--- config.mk ---
export PLATFORM = sky130hd
export DESIGN_NAME = token_ring_station
export DESIGN_NICKNAME = d
export VERILOG_FILES = /design/src/sv/trs_pkg.sv /design/src/sv/token_ring_station.sv /design/src/sv/trs_ram.sv
export SDC_FILE = /design/constraint.sdc
export NUM_CORES = 2
export LEC_CHECK = 0
export BUFFER_PORTS_ARGS = -buffer_cell sky130_fd_sc_hd__buf_2
export CAP_MARGIN = 20
export CORE_UTILIZATION = 55
export DETAILED_ROUTE_END_ITERATION = 8
export PLACE_DENSITY_LB_ADDON = 0.15
export SLEW_MARGIN = 15
export SYNTH_ARGS = -nofsm -noshare
export SYNTH_HDL_FRONTEND = slang
export SYNTH_SLANG_ARGS = --single-unit
--- constraint.sdc ---
create_clock -name clk -period 4.1 [get_ports clk]
set_input_delay 1.23 -clock clk [delete_from_list [all_inputs] [get_ports clk]]
set_output_delay 1.23 -clock clk [all_outputs]
set_load 0.005 [all_outputs]
--- src/sv/trs_pkg.sv ---
// Shared types and constants for the token ring station.
package trs_pkg;

	// Width of the counter fields on the result port
	localparam int unsigned CNT_OUT_W = 16;

	// Ring byte codes
	localparam logic [7:0] FREE_TOKEN = 8'h00;
	localparam logic [7:0] BUSY_FLAG  = 8'h01;

	// Input word actions
	typedef enum logic [1:0] {
		ACT_RING  = 2'd0,
		ACT_WRITE = 2'd1,
		ACT_POST  = 2'd2,
		ACT_START = 2'd3
	} action_t;

	// Receive side: where in a passing frame we are
	typedef enum logic [2:0] {
		RX_FLAG = 3'd0,
		RX_TO   = 3'd1,
		RX_FROM = 3'd2,
		RX_LEN  = 3'd3,
		RX_DATA = 3'd4
	} rx_phase_t;

	// Transmit side: next byte of our own frame
	typedef enum logic [2:0] {
		TX_IDLE  = 3'd0,
		TX_DEST  = 3'd1,
		TX_SRC   = 3'd2,
		TX_LEN   = 3'd3,
		TX_DATA  = 3'd4,
		TX_TOKEN = 3'd5
	} tx_phase_t;

endpackage

--- src/sv/token_ring_station.sv ---
// Top level of the byte-wide token ring station.
//
// One input word is taken every clock cycle; a result word (for ring bytes and
// the start action) passes through the read stage, which reads the transmit
// buffer, and the output register. Frame control state is updated in the cycle
// a word is accepted, so words can follow each other without gaps; only a
// stalled output slows the input, once both the read stage and the output
// register hold a word. The transmit buffer is a RAM with no reset: entries
// must be written before a frame that sends them is posted. The user writes the
// station address through the cfg port while idle; the block does not check.
module token_ring_station
	import trs_pkg::*;
#(
	parameter int unsigned BUFFER_DEPTH = 256,
	parameter int unsigned COUNT_WIDTH  = 16
) (
	input  logic                 clk,
	input  logic                 arst_n,
	// configuration write
	input  logic                 cfg_valid,
	output logic                 cfg_ready,
	input  logic [7:0]           cfg_data,
	// input words
	input  logic                 in_valid,
	output logic                 in_ready,
	input  logic [1:0]           action,
	input  logic [7:0]           byte_value,
	input  logic [7:0]           write_index,
	input  logic [7:0]           dest_address,
	input  logic [7:0]           data_length,
	// result words
	output logic                 out_valid,
	input  logic                 out_ready,
	output logic [7:0]           ring_out,
	output logic [CNT_OUT_W-1:0] frames_received,
	output logic [CNT_OUT_W-1:0] frames_sent,
	output logic                 packet_pending
);

	localparam int unsigned AW = $clog2(BUFFER_DEPTH);

	// Buffer position of a byte-wide index, as a constant lookup
	function automatic logic [AW-1:0] buf_idx(input logic [7:0] v);
		logic [AW-1:0] r;
		r = '0;
		for (int i = 0; i < 256; i++) begin
			if (v == 8'(i)) begin
				r = AW'(i % BUFFER_DEPTH);
			end
		end
		return r;
	endfunction

	// Control state
	logic [7:0]             addr_q;
	rx_phase_t              rx_ph_q,  nxt_rx_ph;
	tx_phase_t              tx_ph_q,  nxt_tx_ph;
	logic [7:0]             flen_q,   nxt_flen;
	logic [7:0]             fpos_q,   nxt_fpos;
	logic [7:0]             tx_pos_q, nxt_tx_pos;
	logic                   pend_q,   nxt_pend;
	logic [7:0]             pdest_q,  nxt_pdest;
	logic [7:0]             plen_q,   nxt_plen;
	logic [COUNT_WIDTH-1:0] rx_cnt_q, nxt_rx_cnt;
	logic [COUNT_WIDTH-1:0] tx_cnt_q, nxt_tx_cnt;

	// Read stage
	logic                   valid_s1;
	logic                   use_ram_s1;
	logic [7:0]             ring_s1;
	logic [CNT_OUT_W-1:0]   rx_cnt_s1;
	logic [CNT_OUT_W-1:0]   tx_cnt_s1;
	logic                   pend_s1;

	// Output register
	logic                   out_valid_q;
	logic [7:0]             ring_q;
	logic [CNT_OUT_W-1:0]   rx_out_q;
	logic [CNT_OUT_W-1:0]   tx_out_q;
	logic                   pend_out_q;

	action_t                act;
	logic                   acc;
	logic                   has_result;
	logic                   adv_s1;
	logic [7:0]             ring_c;
	logic                   use_ram_c;
	logic                   ram_we;
	logic                   ram_re;
	logic [7:0]             ram_rdata;

	assign act        = action_t'(action);
	assign acc        = in_valid && in_ready;
	assign has_result = (act == ACT_RING) || (act == ACT_START);
	assign adv_s1     = valid_s1 && (!out_valid_q || out_ready);
	assign in_ready   = !valid_s1 || adv_s1;
	assign cfg_ready  = 1'b1;

	// Transmit buffer
	assign ram_we = acc && (act == ACT_WRITE);
	assign ram_re = acc && (act == ACT_RING) && (tx_ph_q == TX_DATA);

	trs_ram #(
		.WIDTH (8),
		.DEPTH (BUFFER_DEPTH)
	) u_tx_buf (
		.clk   (clk),
		.we    (ram_we),
		.waddr (buf_idx(write_index)),
		.wdata (byte_value),
		.re    (ram_re),
		.raddr (buf_idx(tx_pos_q)),
		.rdata (ram_rdata)
	);

	// Step of the station for the word at the input
	always_comb begin
		nxt_rx_ph  = rx_ph_q;
		nxt_tx_ph  = tx_ph_q;
		nxt_flen   = flen_q;
		nxt_fpos   = fpos_q;
		nxt_tx_pos = tx_pos_q;
		nxt_pend   = pend_q;
		nxt_pdest  = pdest_q;
		nxt_plen   = plen_q;
		nxt_rx_cnt = rx_cnt_q;
		nxt_tx_cnt = tx_cnt_q;
		ring_c     = byte_value;
		use_ram_c  = 1'b0;
		unique case (act)
			ACT_WRITE: begin
				// buffer write only, handled by the RAM port
			end
			ACT_POST: begin
				if (!pend_q) begin
					nxt_pend  = 1'b1;
					nxt_pdest = dest_address;
					nxt_plen  = data_length;
				end
			end
			ACT_START: begin
				ring_c = FREE_TOKEN;
			end
			ACT_RING: begin
				if (tx_ph_q != TX_IDLE) begin
					// own frame: incoming byte stripped
					unique case (tx_ph_q)
						TX_DEST: begin
							ring_c    = pdest_q;
							nxt_tx_ph = TX_SRC;
						end
						TX_SRC: begin
							ring_c    = addr_q;
							nxt_tx_ph = TX_LEN;
						end
						TX_LEN: begin
							ring_c     = plen_q;
							nxt_tx_pos = '0;
							nxt_tx_ph  = (plen_q != 8'd0) ? TX_DATA : TX_TOKEN;
						end
						TX_DATA: begin
							use_ram_c  = 1'b1;
							nxt_tx_pos = tx_pos_q + 8'd1;
							if (nxt_tx_pos == plen_q) begin
								nxt_tx_ph = TX_TOKEN;
							end
						end
						default: begin
							// closing token ends the transmission
							ring_c     = FREE_TOKEN;
							nxt_tx_cnt = tx_cnt_q + 1'b1;
							nxt_pend   = 1'b0;
							nxt_tx_pos = '0;
							nxt_tx_ph  = TX_IDLE;
							nxt_rx_ph  = RX_FLAG;
						end
					endcase
				end else begin
					// repeat mode: byte passed on
					unique case (rx_ph_q)
						RX_TO: begin
							if (byte_value == addr_q) begin
								nxt_rx_cnt = rx_cnt_q + 1'b1;
							end
							nxt_rx_ph = RX_FROM;
						end
						RX_FROM: begin
							nxt_rx_ph = RX_LEN;
						end
						RX_LEN: begin
							nxt_flen  = byte_value;
							nxt_fpos  = '0;
							nxt_rx_ph = (byte_value != 8'd0) ? RX_DATA : RX_FLAG;
						end
						RX_DATA: begin
							nxt_fpos = fpos_q + 8'd1;
							if (nxt_fpos == flen_q) begin
								nxt_rx_ph = RX_FLAG;
							end
						end
						default: begin
							nxt_rx_ph = RX_FLAG;
							if (byte_value != FREE_TOKEN) begin
								nxt_rx_ph = RX_TO;
							end else if (pend_q) begin
								// seize the token
								ring_c    = BUSY_FLAG;
								nxt_tx_ph = TX_DEST;
							end
						end
					endcase
				end
			end
		endcase
	end

	// Station address register
	always_ff @(posedge clk or negedge arst_n) begin
		if (!arst_n) begin
			addr_q <= '0;
		end else if (cfg_valid && cfg_ready) begin
			addr_q <= cfg_data;
		end
	end

	// Frame control state
	always_ff @(posedge clk or negedge arst_n) begin
		if (!arst_n) begin
			rx_ph_q  <= RX_FLAG;
			tx_ph_q  <= TX_IDLE;
			flen_q   <= '0;
			fpos_q   <= '0;
			tx_pos_q <= '0;
			pend_q   <= 1'b0;
			pdest_q  <= '0;
			plen_q   <= '0;
			rx_cnt_q <= '0;
			tx_cnt_q <= '0;
		end else if (acc) begin
			rx_ph_q  <= nxt_rx_ph;
			tx_ph_q  <= nxt_tx_ph;
			flen_q   <= nxt_flen;
			fpos_q   <= nxt_fpos;
			tx_pos_q <= nxt_tx_pos;
			pend_q   <= nxt_pend;
			pdest_q  <= nxt_pdest;
			plen_q   <= nxt_plen;
			rx_cnt_q <= nxt_rx_cnt;
			tx_cnt_q <= nxt_tx_cnt;
		end
	end

	// Read stage: waits for the buffer data
	always_ff @(posedge clk or negedge arst_n) begin
		if (!arst_n) begin
			valid_s1 <= 1'b0;
		end else if (acc && has_result) begin
			valid_s1 <= 1'b1;
		end else if (adv_s1) begin
			valid_s1 <= 1'b0;
		end
	end

	always_ff @(posedge clk) begin
		if (acc && has_result) begin
			use_ram_s1 <= use_ram_c;
			ring_s1    <= ring_c;
			rx_cnt_s1  <= CNT_OUT_W'(nxt_rx_cnt);
			tx_cnt_s1  <= CNT_OUT_W'(nxt_tx_cnt);
			pend_s1    <= nxt_pend;
		end
	end

	// Output register
	always_ff @(posedge clk or negedge arst_n) begin
		if (!arst_n) begin
			out_valid_q <= 1'b0;
		end else if (adv_s1) begin
			out_valid_q <= 1'b1;
		end else if (out_ready) begin
			out_valid_q <= 1'b0;
		end
	end

	always_ff @(posedge clk) begin
		if (adv_s1) begin
			ring_q     <= use_ram_s1 ? ram_rdata : ring_s1;
			rx_out_q   <= rx_cnt_s1;
			tx_out_q   <= tx_cnt_s1;
			pend_out_q <= pend_s1;
		end
	end

	assign out_valid       = out_valid_q;
	assign ring_out        = ring_q;
	assign frames_received = rx_out_q;
	assign frames_sent     = tx_out_q;
	assign packet_pending  = pend_out_q;

	// A transmission only runs for a posted packet
	a_tx_needs_pend: assert property (@(posedge clk) disable iff (!arst_n)
		(tx_ph_q != TX_IDLE) |-> pend_q)
		else $error("transmit phase active without a pending packet");

	// Pending clears only together with a sent-frame count
	a_pend_clear: assert property (@(posedge clk) disable iff (!arst_n)
		$fell(pend_q) |-> (tx_cnt_q == COUNT_WIDTH'($past(tx_cnt_q) + 1'b1)))
		else $error("pending flag cleared without counting a sent frame");

	// Buffer data for a stalled read stage must not move
	a_rdata_hold: assert property (@(posedge clk) disable iff (!arst_n)
		(valid_s1 && use_ram_s1 && !adv_s1) |=> $stable(ram_rdata))
		else $error("buffer read data changed under a stalled read stage");

endmodule

--- src/sv/trs_ram.sv ---
// Generic single write port, single read port RAM with registered read data.
module trs_ram #(
	parameter int unsigned WIDTH = 8,
	parameter int unsigned DEPTH = 256
) (
	input  logic                     clk,
	input  logic                     we,
	input  logic [$clog2(DEPTH)-1:0] waddr,
	input  logic [WIDTH-1:0]         wdata,
	input  logic                     re,
	input  logic [$clog2(DEPTH)-1:0] raddr,
	output logic [WIDTH-1:0]         rdata
);

	logic [WIDTH-1:0] mem_q [DEPTH];

	// Write port
	always_ff @(posedge clk) begin
		if (we) begin
			mem_q[waddr] <= wdata;
		end
	end

	// Read port, data held until the next read
	always_ff @(posedge clk) begin
		if (re) begin
			rdata <= mem_q[raddr];
		end
	end

endmodule
Yosys cells after proc, flatten, opt, wreduce, memory -nomap -nowiden
Memory sizes are Yosys's and may differ from the RTL's. A register that Yosys moved wholly into a read port is not among the register bits.
Index checks and enable logic that the tools add are counted.

operators by class
  reductions and logical operators = 29
  order comparisons = 0
  shift operators = 0
  div/mod/pow operators = 0
  $add $sub $neg = 4
  bitwise logic cells = 3
  multiply operators = 0
  mux-type cells = 549
  equal/unequal tests = 529

operators with widths
  cell                                                              count
  8-bit 2-to-1 mux                                                  508
  8-bit == test (second input constant)                             256
  8-bit by 7-bit == test with 1-bit output (second input constant)  128
  8-bit by 6-bit == test with 1-bit output (second input constant)  64
  8-bit by 5-bit == test with 1-bit output (second input constant)  32
  8-bit by 4-bit == test with 1-bit output (second input constant)  16
  16-bit 2-to-1 mux                                                 7
  8-bit by 3-bit == test with 1-bit output (second input constant)  8
  8-bit case mux with 2 select lines                                3
  3-bit 2-to-1 mux                                                  12
  16-bit by 1-bit adder with 16-bit output (second input constant)  2
  8-bit by 2-bit == test with 1-bit output (second input constant)  4
  8-bit case mux with 4 select lines                                1
  8-bit == test                                                     3
  3-bit case mux with 4 select lines                                2
  8-bit by 1-bit adder with 8-bit output (second input constant)    2
  8-bit by 1-bit == test with 1-bit output (second input constant)  2
  4-bit AND reduction                                               4
  8-bit nonzero test                                                2
  1-bit 2-to-1 mux                                                  13
  3-bit by 2-bit == test with 1-bit output (second input constant)  4
  2-bit nonzero test                                                4
  4-bit OR reduction                                                2
  3-bit by 1-bit == test with 1-bit output (second input constant)  2
  other kinds (19)                                                  33

word-level totals
  bits in registers = 172
  bits in latches = 0
  memory bits (writable) = 2048
  input bits = 47
  ROM bits = 0
  output and inout bits = 44
  memories = 1
  logic and storage cells = 1137

memory list
  name            depth  width  rd ports  clocked after Yosys merged registers in  write ports  RTL line       source
  u_tx_buf.mem_q  256    8      1         1                                        1            trs_ram.sv:15  logic [WIDTH-1:0] mem_q [DEPTH];

Logic depth before layout (Yosys ltp)
  word-level depth = 256
  mapped depth = 14
  mapped depth without buffers = 9

Hierarchy
A second synthesis with hierarchy kept.

unflattened totals
  cells, all modules = 4394
  area total of the unflattened synthesis = 87719.1 µm²

by module, submodules not included
  module              times used  area each (µm²)  seq. area each (µm²)  cells an instance
  trs_ram             1           79636.4          61739.2               3733
  token_ring_station  1           8082.8           4719.5                661

Worst setup path after synthesis
Ideal clock, no wire load.

  kind = input to register
  from = input port out_ready
  to = register pend_s1 (enable)
  library setup time = 442 ps
  arrival = 3539 ps
  required time = 3658 ps
  stages = 4
  path buffers = 1
  slack = 120 ps
  cell sequence = nand3b_1 > nand2_1 > clkbuf_1 > nor2_1

on the way
  longest elaborated chain between the ends = 5

ends and longest elaborated chain
  item                  RTL line                   source
  start, declared       token_ring_station.sv:33   input logic out_ready,
  1-bit logical OR      token_ring_station.sv:95   assign adv_s1 = valid_s1 && (!out_valid_q || out_ready);
  1-bit logical AND     token_ring_station.sv:95
  1-bit logical OR      token_ring_station.sv:96   assign in_ready = !valid_s1 || adv_s1;
  1-bit logical AND     token_ring_station.sv:93   assign acc = in_valid && in_ready;
  1-bit logical AND     token_ring_station.sv:265  if (acc && has_result) begin
  end signal, assigned  token_ring_station.sv:270  pend_s1 <= nxt_pend;
  end, declared         token_ring_station.sv:73   logic pend_s1;

Every way passes these cells.
A chain may end at the register's enable or synchronous reset.

Worst setup path in the final report
  from = register tx_pos_q[0]
  to = register u_tx_buf.rdata[0] (read register of u_tx_buf.mem_q), data pin

on the way
  longest elaborated chain between the ends = 256
  elaborated cells between the ends (all ways) = 510
  classes of those cells = eq/ne (255); mux (255)

ends and longest elaborated chain
  item                                      RTL line                   source
  start, declared                           token_ring_station.sv:60   logic [7:0] tx_pos_q, nxt_tx_pos;
  start signal, assigned                    token_ring_station.sv:244  tx_pos_q <= nxt_tx_pos;
  8-bit by 1-bit == test with 1-bit output  token_ring_station.sv:47   if (v == 8'(i)) begin
  1-bit 2-to-1 mux                          token_ring_station.sv:47
  8-bit 2-to-1 mux (253 in series)          token_ring_station.sv:47
  8-bit 2-to-1 mux (*)                      token_ring_station.sv:47
  end, declared                             trs_ram.sv:12              output logic [WIDTH-1:0] rdata

Mark *: on every way between the ends. The rest lies on a longest branch, timed or not.

==> insert_results.sql <==
INSERT INTO impl_metrics (metric_group, metric, value, unit) VALUES
('timing', 'worst_slew_margin_rel', '0.212', ''),
('layout', 'drive_gt1_frac', '0.198', ''),
('timing', 'finalHoldViolations', '0', ''),
('place', 'placement.io_buffers', '89', ''),
('drt', 'dr_total_vias', '53900', ''),
('timing', 'period_share', '0.999', ''),
('grt', 'grtUsageTotal', '0.329', ''),
('timing', 'hold_slack', '0.394', 'ns'),
('timing', 'final_max_slew_viol_count', '0', ''),
('layout', 'nFillCells', '11200', ''),
('synth', 'netlist_area', '88400', 'µm²'),
('pwr', 'switching_share', '0.227', ''),
('synth', 'ys_top_cells_by_count', '2139 x sky130_fd_sc_hd__edfxtp_1, 524 x sky130_fd_sc_hd__mux2i_1, 405 x sky130_fd_sc_hd__nand2_1', ''),
('floorplanning', 'floorplan.initialDensity', '0.556', ''),
('synth', 'netlist.top_cell.by_area', 'sky130_fd_sc_hd__edfxtp_1', ''),
('drt', 'detail_route.wirelength', '267000', 'µm'),
('synth', 'synth-edff-count', '2139', ''),
('pwr', 'internal-power', '0.0376', 'W'),
('drt', 'dr.first_iter.drc_count', '8290', ''),
('critical_path', 'critical_path.reg2reg.endpoint', 'u_tx_buf.rdata[0]', ''),
('place', 'placed_cells_incl_taps', '7882', ''),
('pwr', 'ir_worst_vdd', '0.000486', 'V'),
('critical_path', 'start_kind', 'flop', ''),
('drt', 'met3_length', '32500', 'µm'),
('timing', 'final.min_clock_period', '4.09', 'ns'),
('pwr', 'static-leakage-power', '35.1', 'nW'),
('critical_path', 'worst-endpoint-required', '4.69', 'ns'),
('floorplanning', 'core.rowCount', '146', ''),
('critical_path', 'crit_path_cell_trace', 'inv_1 > ha_4 > buf_4 > or2_4 > buf_4 > nand2_1 > buf_4 > o22ai_1 > or4_1 > o31ai_1 > buf_4 > nand4_1', ''),
('grt', 'grt_antenna_before_repair', '19', ''),
('place', 'hpwlAfterDp', '172000', 'µm'),
('layout', 'utilization', '0.643', ''),
('clocking', 'tritoncts_clock_tree', 'done', ''),
('drt', 'route.top_layer_used', 'met5', ''),
('floorplanning', 'die_h', '403', 'µm'),
('pwr', 'share_seq_of_total_power', '0.522', ''),
('critical_path', 'cp_common_cell', 'sky130_fd_sc_hd__buf_4', ''),
('synth', 'syn-instance-count', '5482', ''),
('synth', 'yosys_most_used_dff', 'sky130_fd_sc_hd__edfxtp_1', ''),
('synth', 'synth_cell_types', '72', ''),
('critical_path', 'worstPathMaxFanout', '19', ''),
('status', 'outcome', 'completed', ''),
('timing', 'tightest_slew', '1.15', 'ns'),
('critical_path', 'worstSetupEndpointType', 'flop', ''),
('critical_path', 'setup.worst_path.class', 'reg2reg', ''),
('timing', 'fin_worst_skew', '0.0377', 'ns'),
('clocking', 'cts_hold_buf', '0', ''),
('critical_path', 'slowest_stage_delay_cp', '0.55', 'ns'),
('timing', 'finalSetupViolCount', '0', ''),
('synth', 'synthesis.area_per_instance', '16.1', 'µm²'),
('clocking', 'sink_count', '2228', ''),
('critical_path', 'worst_ep_arrival_time', '4.68', 'ns'),
('layout', 'final_cells', '8295', ''),
('synth', 'sequential_area_share_after_synthesis', '0.752', ''),
('grt', 'grt.overflow.total', '0', ''),
('critical_path', 'r2r_cells', '12', ''),
('grt', 'grt_pass1_wl', '378000', 'µm'),
('floorplanning', 'core', '159000', 'µm²'),
('critical_path', 'r2r_setup_slack', '0.006', 'ns'),
('pwr', 'pwr-share-clk', '0.403', ''),
('grt', 'pin_count_of_the_biggest_net_entering_global_routing', '169', ''),
('critical_path', 'startpoint_of_the_worst_register_to_register_path', 'tx_pos_q[0]', ''),
('critical_path', 'slowest_library_cell_on_the_worst_path', 'sky130_fd_sc_hd__o31ai_1', ''),
('floorplanning', 'floorplan.die_area', '162000', 'µm²'),
('synth', 'synth_seq_cells', '2228', ''),
('clocking', 'worst_setup_hold_path_clk_slew', '0.06', 'ns'),
('min_path', 'hold_path_class', 'in2async', ''),
('synth', 'async_reset_ff_frac', '0.0399', ''),
('floorplanning', 'fp.dieW', '403', 'µm'),
('drt', 'drt_pre_antenna_iters', '6', ''),
('drt', 'wire_length_on_met2', '120000', 'µm');
-- how the worst max path moves through the flow --
| stage | start | to | slack (ns) | depth (start not counted) |
|---|---|---|---|---|
| 5_1_grt | tx_pos_q[0] | u_tx_buf.rdata[3] | -0.03 | 12 |
| 3_5_place_dp | tx_pos_q[1] | u_tx_buf.rdata[5] | -0.59 | 11 |
| 6_report | tx_pos_q[0] | u_tx_buf.rdata[0] | 0.006 | 12 |
| 2_1_floorplan | out_ready | pend_s1 | 0.12 | 4 |
| 4_1_cts | tx_pos_q[1] | u_tx_buf.rdata[6] | 0.05 | 11 |
| 3_3_place_gp | tx_pos_q[1] | u_tx_buf.rdata[5] | -0.53 | 11 |
-- through the flow --
step,area [µm²],setup WS [ns]
floorplan,88400,0.120
global placement,95100,-0.532
detailed placement,95200,-0.594
CTS,102000,0.0463
global route,102000,-0.0260
finish,102000,0.00581
-- power groups by stage --
stage	sequential (W)	clock, W	combinational (W)
global placement	0.0259	0	0.00358
floorplan	0.0258	0	0.00213
detailed placement	0.0259	0	0.00362
finish	0.0254	0.0196	0.00367
CTS	0.0254	0.0198	0.00364
global route	0.0254	0.0206	0.00385
-- area by class of cell --
type | count | area, µm² | area share
Tap cell | 2072 | 2590 | 0.0254
Sequential cell | 2228 | 66500 | 0.650
Antenna cell | 4 | 10.0 | 0.0000979
Multi-Input combinational cell | 2895 | 20700 | 0.202
Timing Repair Buffer | 666 | 5410 | 0.0529
Inverter | 21 | 93.8 | 0.000918
Clock buffer | 273 | 5770 | 0.0564
Clock inverter | 136 | 1190 | 0.0117
-- cell families after synthesis --
| family | after synthesis | synth area share |
|---|---|---|
| adder cells (fa/ha/maj) | 10 | 0.00141 |
| buffers and inverters | 359 | 0.0169 |
| AO/OA/AOI/OAI | 875 | 0.0663 |
| XOR/XNOR | 94 | 0.00947 |
| multiplexers | 745 | 0.0947 |
| other | 1 | 0.0000424 |
| flip-flops | 2228 | 0.752 |
| AND/OR/NAND/NOR | 1170 | 0.0596 |
-- timing repair --
action                     in CTS  in global routing
resized for setup              11                 12
setup buffers                   0                  0
setup endpoints to repair       6                  6
pin swaps                       0                  3
-- state kept, by name, indices dropped and copies added (netlist names), 2 cells and up, named ones only --
signal and count:
rx_cnt_s1 16, rx_cnt_q 16, tx_pos_q 8, fpos_q 8, frames_sent 16, frames_received 16, u_tx_buf.rdata 8, u_tx_buf.mem_q 2048
addr_q 8, tx_cnt_s1 16, tx_cnt_q 16, tx_ph_q 2, rx_ph_q 3, plen_q 8, pdest_q 8, ring_s1 8
ring_out 8, flen_q 8
-- layer usage --
metal | GRT usage | vias up
met2 | 0.489 | 3497
met5 | 0 | -
met4 | 0.125 | 16
met1 | 0.474 | 27300
met3 | 0.0755 | 550
li1 | - | 22600
-- worst max-delay path, delay by kind of cell (launching register included) --
| kind | cells | cell delay [ns] |
|---|---|---|
| flip-flops | 1 | 0.45 |
| AND/OR/NAND/NOR | 4 | 1.36 |
| adder cells (fa/ha/maj) | 1 | 0.18 |
| buffers and inverters | 5 | 1.16 |
| AO/OA/AOI/OAI | 2 | 0.65 |
-- layout by cell type (no fill, tap or decap), drive strengths merged, types with 107 or more instances in the layout --
cell and n:
nor2 398, mux2i 524, edfxtp 2139, mux2 164
o22ai 131, nand2 406, clkinv 107, clkbuf 273
buf 666, o21ai 265
(Power assumes the default switching activity.)
